<file path="src/sv/mpmt_pkg.sv">
// Shared types, constants and mask helper for the MAC prefix match table.
`timescale 1ns / 1ps

package mpmt_pkg;

  localparam int unsigned RULE_ENTRIES = 64;
  localparam int unsigned MAC_BITS     = 48;
  localparam int unsigned LEN_W        = 6;
  localparam int unsigned IN_TDATA_W   = 56;
  localparam int unsigned OUT_TDATA_W  = 8;

  localparam logic [MAC_BITS-1:0] MAC_ONES = '1;

  typedef enum logic {
    FUNC_ADD    = 1'b0,
    FUNC_LOOKUP = 1'b1
  } mpmt_func_e;

  // Item as it travels down the cell chain.
  typedef struct packed {
    logic                valid;
    mpmt_func_e          func;
    logic [MAC_BITS-1:0] key;   // masked key for add, raw address for lookup
    logic [MAC_BITS-1:0] mask;  // mask of the rule being added
    logic                hit;   // lookup matched some rule
    logic                done;  // add resolved (stored or duplicate), or lookup
  } mpmt_tok_t;

  // Top len bits set; lengths above 48 shift everything out and give all ones.
  function automatic logic [MAC_BITS-1:0] mac_mask(input logic [LEN_W-1:0] len);
    return ~(MAC_ONES >> len);
  endfunction

endpackage

</file>
<file path="src/sv/mpmt_cell.sv">
// One rule cell of the prefix match chain: holds a rule and updates the passing item.
`timescale 1ns / 1ps

module mpmt_cell
  import mpmt_pkg::*;
(
  input  logic      clk_i,
  input  logic      rst_ni,
  input  logic      adv_i,
  input  mpmt_tok_t tok_i,
  output mpmt_tok_t tok_o,
  output logic      rule_valid_o
);

  logic                rule_v_q, rule_v_d;
  logic [MAC_BITS-1:0] rule_key_q, rule_key_d;
  logic [MAC_BITS-1:0] rule_mask_q, rule_mask_d;
  mpmt_tok_t           tok_q, tok_d;
  logic                is_add;
  logic                dup;
  logic                store;
  logic                match;

  always_comb begin
    is_add = tok_i.valid && (tok_i.func == FUNC_ADD) && !tok_i.done;
    dup    = rule_v_q && (rule_mask_q == tok_i.mask) && (rule_key_q == tok_i.key);
    store  = is_add && !rule_v_q;
    match  = rule_v_q && ((tok_i.key & rule_mask_q) == rule_key_q);

    rule_v_d    = rule_v_q;
    rule_key_d  = rule_key_q;
    rule_mask_d = rule_mask_q;
    if (store) begin
      rule_v_d    = 1'b1;
      rule_key_d  = tok_i.key;
      rule_mask_d = tok_i.mask;
    end

    tok_d = tok_i;
    if (is_add && (dup || store)) begin
      tok_d.done = 1'b1;
    end
    if (tok_i.valid && (tok_i.func == FUNC_LOOKUP) && match) begin
      tok_d.hit = 1'b1;
    end
  end

  always_ff @(posedge clk_i or negedge rst_ni) begin
    if (!rst_ni) begin
      rule_v_q <= 1'b0;
      tok_q    <= '0;
    end else if (adv_i) begin
      rule_v_q <= rule_v_d;
      tok_q    <= tok_d;
    end
  end

  always_ff @(posedge clk_i) begin
    if (adv_i) begin
      rule_key_q  <= rule_key_d;
      rule_mask_q <= rule_mask_d;
    end
  end

  assign tok_o        = tok_q;
  assign rule_valid_o = rule_v_q;

endmodule

</file>
<file path="config.mk">
export PLATFORM = sky130hd
export DESIGN_NAME = mpmt_cell
export DESIGN_NICKNAME = d
export VERILOG_FILES = /design/src/sv/mpmt_pkg.sv /design/src/sv/mpmt_cell.sv
export SDC_FILE = /design/constraint.sdc
export NUM_CORES = 1
export LEC_CHECK = 0
export BUFFER_PORTS_ARGS = -buffer_cell sky130_fd_sc_hd__buf_2
export CAP_MARGIN = 0
export CORE_ASPECT_RATIO = 0.6
export CORE_MARGIN = 2
export CORE_UTILIZATION = 53
export DETAILED_ROUTE_END_ITERATION = 10
export PLACE_DENSITY = 0.79
export SETUP_SLACK_MARGIN = 0.5
export SLEW_MARGIN = 25
export SYNTH_ARGS = -nofsm -noshare
export SYNTH_HDL_FRONTEND = slang
export SYNTH_SLANG_ARGS = --single-unit
</file>
<file path="constraint.sdc">
create_clock -name clk_i -period 11.68 [get_ports clk_i]
set_clock_uncertainty 0.2 [all_clocks]
set_input_delay 2.336 -clock clk_i [delete_from_list [all_inputs] [get_ports clk_i]]
set_output_delay 2.336 -clock clk_i [all_outputs]
set_load 0.02 [all_outputs]
</file>
# Word-level counts from Yosys, hierarchy flattened
# Index checks and enable logic that the tools add are counted.
# word_totals
latchBits,0
mem_bits_ro,0
output_inout_bits,101
ram_bits,0
memories,0
word_cells,29
reg_bits,197
# classes
mul,0
n_div,0
n_bitwise,2
muxes,2
n_lt_le_gt_ge,0
addsub,0
n_shift,0
n_eq_ne,3
n_reduce_logical,13
# ops
cell,n
48-bit == test,3
48-bit AND,1
1-bit logical AND,9
1-bit zero test,2
1-bit 2-to-1 mux,2
2-bit AND reduction,1
1-bit logical OR,1
1-bit NOT,1

# Depth between registers and ports, before layout
# depth
depth_word,7
depth_mapped,6
mapped_depth_nobuf,6

# Worst setup path before layout
# No wires, ideal clock.
# synth_timing
kind,input -> register
from,input port adv_i
to,register rule_key_q[0] (enable)
t_required_ns,10.683
arrival_time_ns,12.275
path_stages,5
setup_ns,0.797
slack_ns,-1.592
cell_sequence,clkbuf_1 > clkbuf_1 > clkbuf_1 > nand2_1 > nor4_1
# synth_via
elab_chain_len,1
# synth_lines
item,line_no,source
from (decl),mpmt_cell.sv:9,"input logic adv_i,"
2-bit AND reduction (no source line),n/a,
to (signal assigned),mpmt_cell.sv:60,rule_key_q <= rule_key_d;
to (decl),mpmt_cell.sv:16,"logic [MAC_BITS-1:0] rule_key_q, rule_key_d;"
# Every way passes these cells.
# A chain may end at the register's enable or synchronous reset.

# Worst setup path after layout
# layout_timing
from,input port adv_i
to,register rule_key_q[21] (enable)
# Same word-level chain as after synthesis.

==> implementation parameters <==
Parameter                              Value

Timing
  Actual transition at the worst max-transition pin    0.647 ns
  Number of endpoints with negative hold slack in the final report    0
  Worst setup slack after layout    7.06 ns
  Maximum achievable frequency    0.217 GHz
  Time the worst path needs with I/O delays and setup    4.62 ns
  Slew Viols, Final    0
  Normalized max-slew margin    55.8%
  Unrepaired setup endpoints after global routing    no
  Total setup violations reported at the end of the flow    0
  Period utilization    39.5%
  Total Neg Setup Slack    0 ns

Synthesis
  Cells after synthesis    547
  Flip-flop and latch count after synthesis    197
  Top post-synthesis cells by area    sky130_fd_sc_hd__edfxtp_1 (35%), sky130_fd_sc_hd__dfrtp_1 (30%), sky130_fd_sc_hd__mux2_2 (13%), sky130_fd_sc_hd__xor2_1 (7.3%), sky130_fd_sc_hd__xnor2_1 (2.9%)
  Largest area contributor in the synthesized netlist    sky130_fd_sc_hd__edfxtp_1
  Area fraction in compound gates after synthesis    4.05%
  Part of the Yosys area used for sequential elements    65.1%
  Fraction of synthesized cell area in xor and xnor cells    10.2%
  Share of flip-flops with an asynchronous set or reset    51.3%
  Count of warnings emitted by yosys    0
  Dominant synthesized flop cell    sky130_fd_sc_hd__dfrtp_1
  Simple-gate share of the synthesized area    6.22%
  Netlist area before placement    8310 µm²
  Area fraction of the dominant cell type after synthesis    34.7%
  Area share of fa/ha/maj cells after synthesis    0%
  Portion of netlist area occupied by mux cells    13.1%
  Unique masters post-synth    30
  Combinational family with the most area after synthesis    multiplexers
  Net Count, Synth    650
  EDFF count, synth    96
  Synthesized area per cell    15.2 µm²

Drt
  Total DRC errors in the routed layout    0
  Count of routing violations after the opening detailed-route iteration    562
  First-pass iteration count of the detailed router    5
  Final routed wirelength across all metal layers    20.8 mm
  Vias/cell    5.66
  Routed wirelength normalized by instance count    21.2 µm
  Number of antenna-violating nets in the routed design    0
  Via Count    5525

Global routing
  GRT Total Usage    25.3%
  Largest net degree at the start of global routing    55
  Antenna violations before repair    0
  Congestion Overflow GR    0
  Wire length of the first global-routing pass    31.7 mm
  Via count of the first global-routing pass    5549

Floorplan
  Area of the die    16700 µm²
  Die width    166 µm
  Placeable core region    15300 µm²
  Starting Density    54.2%
  Overall die height    101 µm
  Row Count    35
  I/O pin cnt    204

Clock tree
  Number of hold buffers added after cts    0
  Clk Latency, worst-skew pair    0.43 ns
  Number of gates resized after CTS    0
  Maximum level of the CTS H-tree    4
  Post-CTS setup repair buffer count    0
  Root buffer selected by CTS    sky130_fd_sc_hd__clkbuf_16
  CTS Sinks    197
  Total clock buffers created by CTS    17
  CTS tree    yes
  Clock Path Buffers    2
  Register clock-pin slew on the reported worst setup and hold paths    0.07 ns

Critical path
  Worst reg2reg path depth    3
  Data arrival, critical path    4.47 ns
  Critical Path Fanout Max    51
  Nature of the critical path endpoint    register
  Worst setup path class    primary input to register
  Required time at the worst-slack endpoint    11.54 ns
  CP Launch Point    adv_i
  CP Launch Type    primary input
  Beginning of the worst register-to-register path    rule_valid_o$_DFFE_PN0P_
  Capturing point of the worst reg2reg path    rule_key_q[21]$_DFFE_PP_
  Register-to-register setup slack    9.13 ns
  CP Capture Point    rule_key_q[21]$_DFFE_PP_

Finish
  Signed area change from the synthesized netlist to the final layout    22.3%
  Nets@finish    864
  Final Core Density    66.3%
  Number of antenna repair diodes    0
  Non-filler cells in the finished layout    977
  Share of layout cells above drive strength 1    43.4%

Power and ir drop
  Maximum VDD drop    96.0 µV
  Int Pwr    1.14 mW
  Static Leak    4.17 nW
  Flop pwr share    50.5%
  Net Sw Frac    26.0%
  Clock Power Share    37.1%
  Power spent charging and discharging nets    0.402 mW
  Power density over the cells    152 nW/µm²
  Power share of the combinational group    12.4%

Place
  HPWL after DPL    16.0 mm
  Number of cells after detailed placement    945
  Final estimated routing congestion in global placement    0.913
  Input/output buffers    203
  Pre-CTS setup slack    6.61 ns

Status
  Run status    complete, no violations

Run
  Number of maximum-capacitance violations    0

Min path
  Hold/Removal Path Class    register to register
[worst min-delay path by stage]
stage	startpoint	to	slack (ns)	cells after the start
2_1_floorplan	tok_o[99]$_DFFE_PN0P_	tok_o[99]$_DFFE_PN0P_	0.41	2
3_3_place_gp	tok_o[43]$_DFFE_PN0P_	tok_o[43]$_DFFE_PN0P_	0.28	1
3_5_place_dp	tok_o[6]$_DFFE_PN0P_	tok_o[6]$_DFFE_PN0P_	0.29	1
4_1_cts	tok_o[7]$_DFFE_PN0P_	tok_o[7]$_DFFE_PN0P_	0.31	1
5_1_grt	tok_o[32]$_DFFE_PN0P_	tok_o[32]$_DFFE_PN0P_	0.32	1
6_report	tok_o[7]$_DFFE_PN0P_	tok_o[7]$_DFFE_PN0P_	0.30	1
[cell usage in the layout, fill, tap and decap left out, types with 4 or more instances in the layout]
master and count:
sky130_fd_sc_hd__buf_2 201, sky130_fd_sc_hd__nand2_1 8, sky130_fd_sc_hd__clkbuf_16 17, sky130_fd_sc_hd__mux2_2 97, sky130_fd_sc_hd__edfxtp_1 96, sky130_fd_sc_hd__a22oi_1 15, sky130_fd_sc_hd__a2111oi_0 8, sky130_fd_sc_hd__xor2_1 69
sky130_fd_sc_hd__nor2b_1 24, sky130_fd_sc_hd__nand2b_1 9, sky130_fd_sc_hd__nor4_1 20, sky130_fd_sc_hd__nand4_1 15, sky130_fd_sc_hd__clkinv_4 5, sky130_fd_sc_hd__inv_1 17, sky130_fd_sc_hd__dfrtp_1 101, sky130_fd_sc_hd__buf_4 6
sky130_fd_sc_hd__xnor2_1 28, sky130_fd_sc_hd__inv_8 4
[Yosys cell counts (all sizes together) (9+ instances only)]
cell	instances
nor4	21
mux2	97
xor2	69
nor2b	24
edfxtp	96
nand2b	9
dfrtp	101
xnor2	28
a22oi	15
a2111oi	9
inv	17
nand4	15
[cell families after synthesis]
logic type      count (synthesis)
xor+xnor                       97
buf+inv                        29
mux                            97
flops                         197
compound gates                 41
simple gates                   86
[power groups by stage]
stage	combinational (mW)	sequential, mW	clock (mW)
after floorplan	0.0590	0.837	0
after global placement	0.188	0.791	0
after detailed placement	0.193	0.794	0
after CTS	0.193	0.780	0.581
after global routing	0.205	0.784	0.614
final	0.192	0.780	0.573
[layer usage]
metal	vias up	track usage, %	wire [µm]
met3	25	6.40	1790
met4	0	5.35	226
met1	2768	37.5	9640
li1	2458	-	-
met5	-	0	0
met2	274	38.1	9100
[per-stage QoR]
stage	instance area (µm²)	hold slack [ns]	total power, mW
3_3_place_gp	9590	0.285	0.979
4_1_cts	10200	0.305	1.55
3_5_place_dp	9590	0.290	0.987
5_1_grt	10200	0.317	1.60
6_report	10200	0.302	1.54
2_1_floorplan	8320	0.406	0.896
[registers in the layout, summed over array words and instances (netlist names)]
name,flops
rule_key_q,48
rule_valid_o,1
rule_mask_q,48
tok_o,100
[critical path, cell delays in order]
cell and delay, ns:
sky130_fd_sc_hd__buf_4 0.48, sky130_fd_sc_hd__nand2_1 0.24, sky130_fd_sc_hd__nor4_4 0.19, sky130_fd_sc_hd__buf_4 0.53
sky130_fd_sc_hd__buf_4 0.64
[cell type report]
class                           instances  area, µm²
Multi-Input combinational cell        321       2810
Inverter                               17       63.8
Sequential cell                       197       5410
Timing Repair Buffer                  207       1050
Clock buffer                           19        433
Tap cell                              203        254
Fill cell                            1135       5160
Clock inverter                         13        143
Note: power is estimated with default switching activity, not from simulation.
